==> src/hdl/rrma_rem_stage.sv <==
`timescale 1ns / 1ps
// One registered stage of a restoring remainder: shifts in NSTEP dividend
// bits, MSB first, and subtracts the modulus when the partial remainder reaches it.
module rrma_rem_stage #(
	parameter int RW    = 24,
	parameter int DW    = 32,
	parameter int NSTEP = 2
) (
	input  logic          clk,
	input  logic          en,
	input  logic [RW-1:0] rem_in,
	input  logic [DW-1:0] bits_in,
	input  logic [RW-1:0] modulus,
	output logic [RW-1:0] rem_s1,
	output logic [DW-1:0] bits_s1
);

	logic [RW-1:0] r_w;
	logic [RW:0]   t_w;
	logic [RW-1:0] rem_next;

	// Shift-in / conditional subtract; remainder stays below the modulus
	always_comb begin
		r_w = rem_in;
		t_w = '0;
		for (int s = 0; s < NSTEP; s++) begin
			t_w = {r_w, bits_in[DW-1-s]};
			if (t_w >= {1'b0, modulus}) begin
				t_w = t_w - {1'b0, modulus};
			end
			r_w = t_w[RW-1:0];
		end
		rem_next = r_w;
	end

	// Payload registers, no reset needed
	always_ff @(posedge clk) begin
		if (en) begin
			rem_s1  <= rem_next;
			bits_s1 <= bits_in << NSTEP;
		end
	end

endmodule

==> config.mk <==
export PLATFORM = sky130hd
export DESIGN_NAME = rrma_rem_stage
export DESIGN_NICKNAME = d
export VERILOG_FILES = /design/src/hdl/rrma_rem_stage.sv
export SDC_FILE = /design/constraint.sdc
export NUM_CORES = 1
export LEC_CHECK = 0
export BUFFER_PORTS_ARGS = -buffer_cell sky130_fd_sc_hd__buf_2
export CORE_MARGIN = 4
export CORE_UTILIZATION = 54
export CTS_CLUSTER_SIZE = 8
export DETAILED_ROUTE_END_ITERATION = 10
export GPL_TIMING_DRIVEN = 0
export MAX_ROUTING_LAYER = met4
export PLACE_DENSITY = 0.88
export REMOVE_ABC_BUFFERS = 1
export SETUP_SLACK_MARGIN = 0.15
export SLEW_MARGIN = 40
export SYNTH_ARGS = -nofsm -noshare
export SYNTH_HDL_FRONTEND = slang
export SYNTH_SLANG_ARGS = --single-unit
==> constraint.sdc <==
create_clock -name clk -period 7.7 [get_ports clk]
set_clock_uncertainty 0.05 [all_clocks]
set_input_delay 1.155 -clock clk [delete_from_list [all_inputs] [get_ports clk]]
set_output_delay 1.155 -clock clk [all_outputs]
set_load 0.02 [all_outputs]
=== Word-level counts from Yosys, hierarchy flattened ===
Index checks and enable logic that the tools add are counted.

* Reductions and logical operators: 0
* Multiply operators: 0
* Add/sub/neg operators: 2
* Bitwise operators: 0
* Shift-type cells: 0
* Multiplexer cells: 2
* Equality and inequality tests: 0
* Divide/modulo/power cells: 0
* Magnitude comparators: 2

{| class="wikitable"
|+ Operator list
! cell !! number
|-
| 25-bit by 24-bit greater-or-equal comparator with 1-bit output || 2
|-
| 24-bit 2-to-1 mux || 2
|-
| 24-bit subtractor || 2
|}

* ROM bits: 0
* RAM bits: 0
* Memories kept: 0
* Input bits: 82
* Flip-flop bits (word level): 54
* Bits in latches: 0

=== Longest topological paths before layout ===
* Depth after elaboration: 4
* Depth in mapped cells: 22
* Mapped depth without buffers: 21

=== Worst setup path before layout ===
Ideal clock, no wire load.

* Path type: input to register
* Start point: input modulus[10]
* End point: register rem_s1[10], data pin
* Data required time: 7390 ps
* Slack: 1737 ps
* Arrival time: 5653 ps
* Setup time: 260 ps
* Cell stages on the path: 22
* Buffers on the path: 3
* Path through: inv_1 -> ha_1 -> buf_2 -> and4_1 -> and3_2 -> o41ai_4 -> a21oi_2 -> o32ai_4 -> o31ai_4 -> buf_6 -> mux2_2 -> inv_1 -> ha_1 -> a21o_1 -> a21oi_1 -> nand2_1 -> a211oi_2 -> o221ai_1 -> o21ai_1 -> o2111ai_4 -> buf_6 -> mux2_4

* Longest elaborated chain between the ends: 4

{| class="wikitable"
|+ Ends and longest elaborated chain
! item !! RTL line !! text
|-
| from (decl) || 13 || <nowiki>input logic [RW-1:0] modulus,</nowiki>
|-
| 25-bit by 24-bit greater-or-equal comparator with 1-bit output or 24-bit subtractor (tied branches) || 28, 29 ||
|-
| 24-bit 2-to-1 mux || 28 || <nowiki>if (t_w >= {1'b0, modulus}) begin</nowiki>
|-
| 24-bit subtractor or 25-bit by 24-bit greater-or-equal comparator with 1-bit output (tied branches) || 29, 28 ||
|-
| 24-bit 2-to-1 mux (*) || 28 ||
|-
| net t_w[10] || 19 || <nowiki>logic [RW:0] t_w;</nowiki>
|-
| to (signal assigned) || 39 || <nowiki>rem_s1 <= rem_next;</nowiki>
|-
| to (decl) || 14 || <nowiki>output logic [RW-1:0] rem_s1,</nowiki>
|}

The timed path passes the listed nets; every way through them passes the cells marked *.
A chain may end at the register's enable or synchronous reset.

=== Final worst setup path ===
* Start point: input modulus[14]
* End point: register rem_s1[12], data pin

Same word-level chain as after synthesis.

==> impl_summary.txt <==
----------------------------------------------------
[Route]
  Total via count in the routed design ... 4254
  Final wirelength ... 12320 µm
  First-iteration detailed-routing DRC count ... 228
  Count of antenna-violating nets left after detailed routing ... 0
  Drc violations ... 0
  Wire length per cell ... 16.90 µm
  Detailed Routing Iterations Pass 1 ... 5
  Detailed-route vias per instance ... 5.835

[Status]
  Outcome ... complete, no violations

[Logic synthesis]
  Count of different cell masters after synthesis ... 71
  Number of warnings issued by yosys ... 0
  Xor-xnor portion of the synthesized cell area ... 0.05762
  EDFF count, synth ... 54
  Top post-synthesis cells by area ... edfxtp_1, ha_1, mux2_4
  Flip-flop cell with the highest count after synthesis ... edfxtp_1
  Post-synthesis share of cell area spent on full adders, half adders and majority gates ... 0.1277
  Mux cell area share after synthesis ... 0.1195
  Share of flip-flops with an asynchronous set or reset after synthesis ... 0
  Sequential fraction of the synthesis area ... 0.3233
  Syn avg cell area ... 10.34 µm²
  Synthesized cell area ... 0.005016 mm²
  Most used standard cell by instance count after synthesis ... edfxtp_1
  Largest family of logic cells by synthesized area ... compound AO/OA/AOI/OAI gates
  Synthesis-stage register bit count ... 54
  Cell type contributing the most total cell area after synthesis ... edfxtp_1
  Syn Inst Count ... 485
  Most frequent cells after synthesis ... edfxtp_1, ha_1, inv_1, a21oi_1
  Simple-gate area share of the yosys netlist ... 0.1150
  Synth Area in Compound Gates ... 0.2035
  Proportion of netlist area held by the largest area contributor ... 0.3233

[GRT]
  Global route hottest layer ... met2
  Aggregate global routing overflow ... 0
  Number of antenna violations at the first check in global routing ... 0
  Met3 Resource Use GR ... 0.03538
  Number of global-route vias before repair ... 4251
  Global Route met2 Usage ... 0.3925
  Largest net degree at the start of global routing ... 55
  Global Route met1 Usage ... 0.2760
  Global-route wire length before repair ... 19900 µm
  Overall fraction of global-route tracks in use ... 0.2245

[Clock network]
  Number of buffers inserted by post-CTS setup repair ... 0
  Total number of H-tree levels ... 2
  Number of clock sinks ... 54
  CTS tree ... done
  Largest buffer count on any clock path ... 2
  Hold buffer count at CTS ... 0
  Post-CTS sizing ... 0
  Clock root cell ... clkbuf_8
  CTS clock-pin slew for the worst setup and hold paths ... 110 ps
  Number of buffers created by CTS ... 5

[Final layout]
  Layout Nets ... 753
  Antenna cells ... 0
  Synthesis-to-finish area growth ... 16.89%
  Final core utilization ... 0.6594
  Fraction of layout cells with a size suffix above 1 ... 0.3269
  Post-route cell area ... 0.005863 mm²

[Critical path]
  Worst-path fanout max ... 13
  Crit path max-delay family ... compound AO/OA/AOI/OAI gates
  Required time at the endpoint of the critical path ... 7710 ps
  Critical path cell sequence ... buf_2, inv_1, ha_1, a21o_1, a21o_1, a21o_2, and2_1, o32ai_4, o31ai_4, buf_4, mux2_4, ha_1, a21o_1, a21oi_1, o21ai_0, a211oi_2, o221ai_1, o21ai_1, o2111ai_4, buf_8, mux2_4
  Largest incremental delay on the critical path ... 560 ps
  Slowest cell on the critical path ... a211oi_2
  Arrival time at the worst endpoint ... 6890 ps
  Count of buffering cells on the critical path with inverters included ... 4
  Worst path most repeated cell ... a21o_1
  Critical Path Sink Type ... flop
  Critical Setup Path Class ... primary input to flop
  Setup crit start kind ... primary input

[Timing]
  Worst Max-Slew Pin Slew ... 694.8 ps
  Final hold vios ... 0
  Max Fclk ... 145.4 MHz
  Setup total negative slack ... 0 ps
  Total setup violations reported at the end of the flow ... 0
  Relative slew slack ... 0.5368
  Final WS setup ... 823.0 ps
  Unrepaired setup endpoints after global routing ... false
  Shortest clock period the worst path allows after layout ... 6877 ps
  Final Max Tran Viols ... 0
  Share of the clock period used by the worst path after layout ... 0.8931

[Pwr]
  Total power density per cell area ... 218.7 mW/mm²
  Sequential power share ... 0.322
  Switching portion of total power ... 0.3887
  Leakage ... 2.771 nW
  Maximum vdd drop ... 0.0001228 V
  Int Pwr ... 783.8 µW
  Logic gate share of total power ... 0.551
  Proportion of power drawn by the clock network ... 0.128
  Net Switching ... 498.5 µW
  Final Total Pwr ... 1.282 mW

[Floorplan]
  Core area ... 0.008891 mm²
  Total number of placement rows ... 34
  Starting density of the core ... 0.5642
  DIE HEIGHT ... 104.4 µm
  IO Count ... 138
  Die area ... 0.01090 mm²
  Die W ... 104.4 µm

[Placement]
  Sum of net half-perimeters after detailed placement ... 10010 µm
  Pre-CTS setup slack ... 551.0 ps
  Port bufs ... 135
  Gpl congestion ... 0.8904
  Post-Place Cell Area ... 0.005779 mm²

[Run]
  Max capacitance violation total ... 0

[Worst hold path]
  Path type of the worst min-delay path ... primary input to flop

----------------------------------------------------
## flip-flops by register name, indices dropped and copies added, names as in the netlist
register	count
bits_s1	30
rem_s1	24
## through the flow
stage               std cells  hold WS, ps
floorplan                 476         1204
global placement          719         1282
detailed placement        722         1284
CTS                       729        955.3
global route              729        938.5
finish                    729        957.9
## worst paths after layout
check | startpoint | end | slack [ps] | depth (start not counted)
setup / recovery | modulus[14] | rem_s1[12]$_DFFE_PP_ | 820 | 21
hold / removal | bits_in[15] | bits_s1[17]$_DFFE_PP_ | 960 | 1
## layout make-up
| type | count | area, µm² |
|---|---|---|
| multi-input combinational | 375 | 3134 |
| sequential | 54 | 1622 |
| timing repair buffer | 138 | 711.9 |
| clock buffer | 5 | 68.82 |
| tap | 108 | 135.1 |
| fill | 714 | 3028 |
| clock inverter | 2 | 15.01 |
| inverter | 47 | 176.4 |
## logic make-up (layout without fill, tap and decap cells)
| group | count (synthesis) | after routing |
|---|---|---|
| xor+xnor | 33 | 33 |
| buf+inv | 57 | 192 |
| other cells | 1 | 2 |
| mux | 47 | 47 |
| fa+ha+maj | 50 | 50 |
| simple gates | 108 | 108 |
| compound gates | 135 | 135 |
| flops | 54 | 54 |
## cell usage in the layout, fill, tap and decap left out, types with 5 or more instances in the layout
cell type / instances
nor3_1: 13
a211oi_1: 8
ha_1: 48
mux2_4: 22
mux2i_1: 10
nand4_1: 9
nand3_1: 9
clkbuf_8: 5
edfxtp_1: 54
buf_2: 134
nand2b_1: 7
nor2_1: 22
nand2_1: 17
mux2_2: 15
a21oi_1: 35
xor2_1: 11
a21o_1: 19
or3_1: 6
xnor2_1: 22
inv_1: 47
o21a_1: 5
o21ai_0: 13
## metal layers
layer / wire length [µm] / share of wire / up-vias
met5: 0 / 0 / -
met4: 182 / 0.015 / 0
met3: 674 / 0.055 / 17
met2: 5975 / 0.49 / 149
met1: 5484 / 0.45 / 1968
li1: - / - / 2120
## power groups by stage
stage / clock, mW / sequential, mW / combinational (mW)
3_5_place_dp: 0 / 0.420 / 0.700
2_1_floorplan: 0 / 0.496 / 0.448
5_1_grt: 0.181 / 0.418 / 0.763
4_1_cts: 0.168 / 0.413 / 0.703
3_3_place_gp: 0 / 0.418 / 0.673
6_report: 0.164 / 0.412 / 0.706
No activity file was read; power rests on OpenSTA's default activity.
