--- src/hdl/rrma_pkg.sv ---
`timescale 1ns / 1ps
// Shared types and constants for the residue modular ALU pipeline.
// No dependencies; used by every module of the block except rrma_rem_stage.
package rrma_pkg;

	// Width of the second operand field (residue or plain integer)
	localparam int OPB_BITS = 31;

	// Remainder steps (one dividend bit each) folded into one pipeline stage
	localparam int STEPS_PER_STAGE = 2;

	// Operation selector carried in tuser
	typedef enum logic [2:0] {
		KIND_ADD  = 3'd0,
		KIND_SUB  = 3'd1,
		KIND_MUL  = 3'd2,
		KIND_DEC  = 3'd3,
		KIND_SUBI = 3'd4,
		KIND_SET  = 3'd5
	} kind_t;

	// Control that travels with each item down the pipeline
	typedef struct packed {
		logic  valid;
		kind_t kind;
	} ctl_t;

endpackage

--- src/hdl/rrma_combine.sv ---
`timescale 1ns / 1ps
// Middle stage: full-width product of the reduced operands, plus the
// add/subtract/set result that needs no further reduction. Uses rrma_pkg.
module rrma_combine #(
	parameter int RW = 24
) (
	input  logic            clk,
	input  logic            arst_n,
	input  logic            en,
	input  rrma_pkg::ctl_t  ctl_in,
	input  logic [RW-1:0]   a,
	input  logic [RW-1:0]   b,
	input  logic [RW-1:0]   modulus,
	output rrma_pkg::ctl_t  ctl_s1,
	output logic [2*RW-1:0] prod_s1,
	output logic [RW-1:0]   side_s1,
	output logic [RW-1:0]   modulus_s1
);

	localparam int PW = 2 * RW;

	logic          gt1;
	logic [RW-1:0] sub_b;
	logic [RW:0]   sum;
	logic [RW-1:0] sum_red;
	logic [RW-1:0] diff_wrap;
	logic [RW-1:0] diff;
	logic [RW-1:0] side;

	// Decrement subtracts 1 mod m, which is 0 when m is 1
	assign gt1   = (modulus > RW'(1));
	assign sub_b = (ctl_in.kind == rrma_pkg::KIND_DEC) ? RW'(gt1) : b;

	// Modular add: one conditional subtract
	assign sum     = {1'b0, a} + {1'b0, b};
	assign sum_red = (sum >= {1'b0, modulus}) ? RW'(sum - {1'b0, modulus}) : RW'(sum);

	// Modular subtract: add the modulus back on borrow
	assign diff_wrap = a - sub_b;
	assign diff      = (a >= sub_b) ? diff_wrap : diff_wrap + modulus;

	always_comb begin
		case (ctl_in.kind)
			rrma_pkg::KIND_ADD:  side = sum_red;
			rrma_pkg::KIND_SUB,
			rrma_pkg::KIND_DEC,
			rrma_pkg::KIND_SUBI: side = diff;
			rrma_pkg::KIND_SET:  side = b;
			default:             side = a;
		endcase
	end

	// Control register
	always_ff @(posedge clk or negedge arst_n) begin
		if (!arst_n) begin
			ctl_s1 <= '0;
		end else if (en) begin
			ctl_s1 <= ctl_in;
		end
	end

	// Payload registers
	always_ff @(posedge clk) begin
		if (en) begin
			prod_s1    <= PW'(a) * PW'(b);
			side_s1    <= side;
			modulus_s1 <= modulus;
		end
	end

endmodule

--- config.mk ---
export PLATFORM = sky130hd
export DESIGN_NAME = rrma_combine
export DESIGN_NICKNAME = d
export VERILOG_FILES = /design/src/hdl/rrma_pkg.sv /design/src/hdl/rrma_combine.sv
export SDC_FILE = /design/constraint.sdc
export NUM_CORES = 2
export LEC_CHECK = 0
export BUFFER_PORTS_ARGS = -buffer_cell sky130_fd_sc_hd__buf_2
export CORE_AREA = 4 4 219 328
export DETAILED_ROUTE_END_ITERATION = 8
export DIE_AREA = 0 0 223 332
export SYNTH_ARGS = -nofsm -noshare
export SYNTH_HDL_FRONTEND = slang
export SYNTH_SLANG_ARGS = --single-unit
--- constraint.sdc ---
create_clock -name clk -period 1.2 [get_ports clk]
set_clock_uncertainty 0.05 [all_clocks]
set_input_delay 0.24 -clock clk [delete_from_list [all_inputs] [get_ports clk]]
set_output_delay 0.24 -clock clk [all_outputs]
set_load 0.03 [all_outputs]
# Word level (Yosys, flattened, before mapping)

Index checks and enable logic that the tools add are counted.

Add/subtract/negate cells: 4
$mul: 1
Magnitude comparators: 3
Equality and inequality tests: 4
Mux-type cells: 4
Reductions and logical operators: 2

Operator list:

| cell                                                | count |
|---|---|
| 2-to-1 mux 24 bit                                   | 3 |
| one-hot mux 24 bit (3 select lines)                 | 1 |
| multiplier 24 x 24 -> 48 bit                        | 1 |
| subtractor 24 bit                                   | 2 |
| adder 24 x 24 -> 25 bit                             | 1 |
| >= comparator 25 x 24 -> 1 bit                      | 1 |
| adder 24 bit                                        | 1 |
| >= comparator 24 bit                                | 1 |
| > comparator 24 x 1 -> 1 bit, second input constant | 1 |
| equality test 3 bit, second input constant          | 2 |
| equality test 3 x 1 -> 1 bit, second input constant | 1 |
| equality test 3 x 2 -> 1 bit, second input constant | 1 |
| zero test 3 bit                                     | 1 |
| OR reduction 3 bit                                  | 1 |

Bits in registers: 100
Input bits: 79
Output and inout port bits: 100
Logic and storage cells: 23

# Depth between registers and ports, before layout

Depth in word-level cells: 6
Depth in mapped cells: 29
Depth with buffers taken out: 27

# Least setup slack after synthesis

Ideal clock, no wire load.

Path kind: input port to flip-flop
Start: input b[6]
End: register prod_s1[46], data pin
Library setup time: 258 ps
Data arrival time: 6855 ps
Data required time: 892 ps
Setup slack: -5963 ps
Cell stages on the path: 24
Path buffers: 2
Path through: clkbuf_1 -> clkbuf_1 -> nand2_1 -> fa_1 -> fa_1 -> inv_1 -> fa_1 -> fa_1 -> inv_1 -> fa_1 -> inv_1 -> fa_1 -> fa_1 -> ha_1 -> a21oi_1 -> o21ai_0 -> a311o_1 -> a41o_1 -> a2111oi_4 -> o31ai_2 -> and3_4 -> o41a_1 -> a31oi_1 -> xnor2_1

Word-level cells in the longest chain between the ends: 1

Ends and longest elaborated chain:

| item                         | RTL line           | source |
|---|---|---|
| start: declaration           | rrma_combine.sv:12 | `input logic [RW-1:0] b,` |
| multiplier 24 x 24 -> 48 bit | rrma_combine.sv:65 | `prod_s1 <= PW'(a) * PW'(b);` |
| end signal: assignment       | rrma_combine.sv:65 |  |
| end: declaration             | rrma_combine.sv:15 | `output logic [2*RW-1:0] prod_s1,` |

No other way between the ends.
A chain may end at the register's enable or synchronous reset.

# Worst setup path in the final report

Start: input a[5]
End: register prod_s1[46], data pin

Word-level cells in the longest chain between the ends: 1

Ends and longest elaborated chain:

| item                         | RTL line           | source |
|---|---|---|
| start: declaration           | rrma_combine.sv:11 | `input logic [RW-1:0] a,` |
| multiplier 24 x 24 -> 48 bit | rrma_combine.sv:65 |  |

No other way between the ends.

==> reports/qor.txt <==
FMAX = 0.152 GHz
CTS tree = built
initial core utilization = 39.7%
Tmin final = 6.59 ns
Final Hold Vio Count = 0
Worst Tran Pin Value = 0.536 ns
met2 Track Usage GR = 47.2%
Post-synth EDFFs = 96
Post-route DRC = 0
Data required, critical path = 1.32 ns
largest net degree at the start of global routing = 46
GRT overflow = 0
reg2reg setup slack = 0.39 ns
Slew Limit Headroom = 64.0%
# port buffers = 178
clock-pin slew on the worst setup and hold paths = 0.09 ns
WS Path Type = primary input to flip-flop
io pins = 179
drt first pass iters = 5
CP max FO = 7
Max clock buf depth = 2
share of cells above drive strength 1 = 35.1%
GPL Wtd Cong = 0.923
post-DP HPWL = 77,200 µm
Syn. warnings = 0
htree depth = 3
DIE WIDTH = 223 µm
top-count cell post-synth = inv_1
GRT Overall Usage = 25.3%
synth cell count leaders = inv_1, fa_1, nand2_1
Yosys cell types = 70
hold crit path type = primary input to flip-flop
# rows = 118
synth top area cells = fa_1, ha_1, edfxtp_1, inv_1, nand2_1
Layout area overhead = 41.5%
area fraction of the dominant cell type after synthesis = 35.5%
die height = 332 µm
status = complete, but fails checks
DR vias/cell = 5.14
CTS Root Cell = clkbuf_16
Hold Crit Depth = 2
routed via count = 24,782
CTS buffer count = 9
Startpoint Class = primary input
core box area = 68,900 µm²
Reg2Reg Launch Point = ctl_s1[1]
period utilization = 549%
CTS Sinks = 100
Setup violations, final = 171
failing checks = negative setup slack
Clock Latency Late Sink = 0.41 ns
flops & latches, synth = 100
asr flop ratio synth = 4.00%
Final WS setup = -5.39 ns
max-slew violations = 0
FF-to-FF End = ctl_s1[1]
register area share after synthesis = 10.9%
cell taking the most area after synthesis = fa_1
post-synthesis cell area = 27,400 µm²
grt peak-use layer = met2
met3 GRT Util = 2.79%
Routed WL = 93,100 µm
Syn Area/Cell = 8.87 µm²
fin nets = 4,745
Hold EP = modulus_s1[2]
Max-Cap Viols = 0
first-pass GRT wire length = 147,000 µm
vias in the first global route = 27,101
post-route setup TNS = -288.95 ns
final core utilization = 56.2%
cell count after synthesis = 3,088
DIE AREA = 74,000 µm²
critical path arrival = 6.71 ns
syn nets = 3,922
Critical Path Sink Type = flip-flop
Hold Crit Start = modulus[2]
ANT nets after route = 0
Top FF cell, synth = edfxtp_1
initial antenna violation count = 3
DRT iter0 DRCs = 1,282
M1 GR Usage = 29.0%
worst reg2reg path depth = 1
unrepaired setup endpoints after global routing = true
Avg WL per Cell = 19.3 µm
==> routing by layer <==
metal | routed length (µm) | up-vias
li1 | - | 11454
met1 | 35100 | 12470
met2 | 49700 | 621
met3 | 3690 | 235
met4 | 4600 | 2
met5 | 13 | -
==> logic make-up (layout without fill, tap and decap cells) <==
logic type      count (synthesis)  after routing  share of synthesized area, %
compound gates                438            438                          10.4
buf+inv                       706           1534                          9.70
xor+xnor                      121            121                          3.87
flops                         100            100                          10.9
other cells                     0              1                             0
fa+ha+maj                     755            755                          47.8
mux                            36             36                          1.37
simple gates                  932            932                          16.0
==> cell usage in the layout, fill, tap and decap left out, drive strengths merged, types with 15 or more instances in the layout <==
master / netlist / routed
fa: 486 / 486
nand2: 463 / 463
o21bai: 16 / 16
buf: 6 / 934
o21a: 18 / 18
o21ai: 109 / 109
ha: 269 / 269
edfxtp: 96 / 96
xor2: 43 / 43
and2: 216 / 216
nor3: 31 / 31
xnor2: 78 / 78
a21o: 41 / 41
a21oi: 120 / 120
and3: 27 / 27
inv: 577 / 580
mux2i: 23 / 23
nand3: 33 / 33
nor2b: 15 / 15
a211oi: 19 / 19
nor2: 92 / 92
nand2b: 19 / 19
==> final cells by class <==
type | instances | area (µm²)
Clock buffer | 9 | 225
Fill cell | 6036 | 30200
Multi-Input combinational cell | 2282 | 24100
Inverter | 578 | 2180
Timing Repair Buffer | 940 | 8060
Tap cell | 900 | 1130
Sequential cell | 100 | 2980
Clock inverter | 7 | 103
Antenna cell | 1 | 2.50
==> metrics by stage <==
step	hold WS, ns	instance area (µm²)	setup WS (ns)	instances
finish	0.0880	38800	-5.39	4817
global route	0.0747	38800	-5.59	4817
CTS	0.0666	37700	-5.39	4784
detailed placement	0.00122	34800	-6.20	4696
global placement	-0.000152	34800	-6.18	4696
floorplan	-0.106	28700	-5.42	3088
==> state kept, by name (all words and copies together), names as in the netlist <==
signal / count
side_s1: 24
ctl_s1: 4
prod_s1: 48
modulus_s1: 24
==> repair_timing <==
item	CTS	global route
endpoints found under the hold margin	5	0
pin swaps	218	143
buffers inserted	79	34
hold buffers	2	0
gates resized for setup	492	187
cloned	1	2
endpoints found under the setup margin	170	171
==> worst max-delay path, stage by stage <==
cell,delay (ns)
buf_16,0.11
buf_4,0.18
nand2_1,0.08
fa_1,0.48
inv_1,0.06
fa_1,0.55
inv_2,0.06
fa_1,0.51
fa_1,0.44
fa_1,0.53
inv_1,0.05
fa_1,0.46
fa_1,0.57
ha_4,0.23
nand3_1,0.10
a21boi_1,0.07
a311o_1,0.32
a41o_4,0.27
a2111oi_4,0.31
buf_6,0.17
o31ai_4,0.09
and3_4,0.19
o41a_1,0.35
a31oi_1,0.18
xnor2_1,0.10
==> worst max-delay path by stage <==
stage	startpoint	end	slack, ns	cells after the start
3_5_place_dp	a[8]	prod_s1[45]	-6.20	28
4_1_cts	a[10]	prod_s1[46]	-5.39	30
5_1_grt	a[5]	prod_s1[46]	-5.59	25
3_3_place_gp	a[12]	prod_s1[45]	-6.18	27
6_report	a[5]	prod_s1[46]	-5.39	25
2_1_floorplan	b[6]	prod_s1[46]	-5.42	23
Power is not shown: default switching activity piles up to over one toggle a cycle in this logic, so the estimate is an artifact.
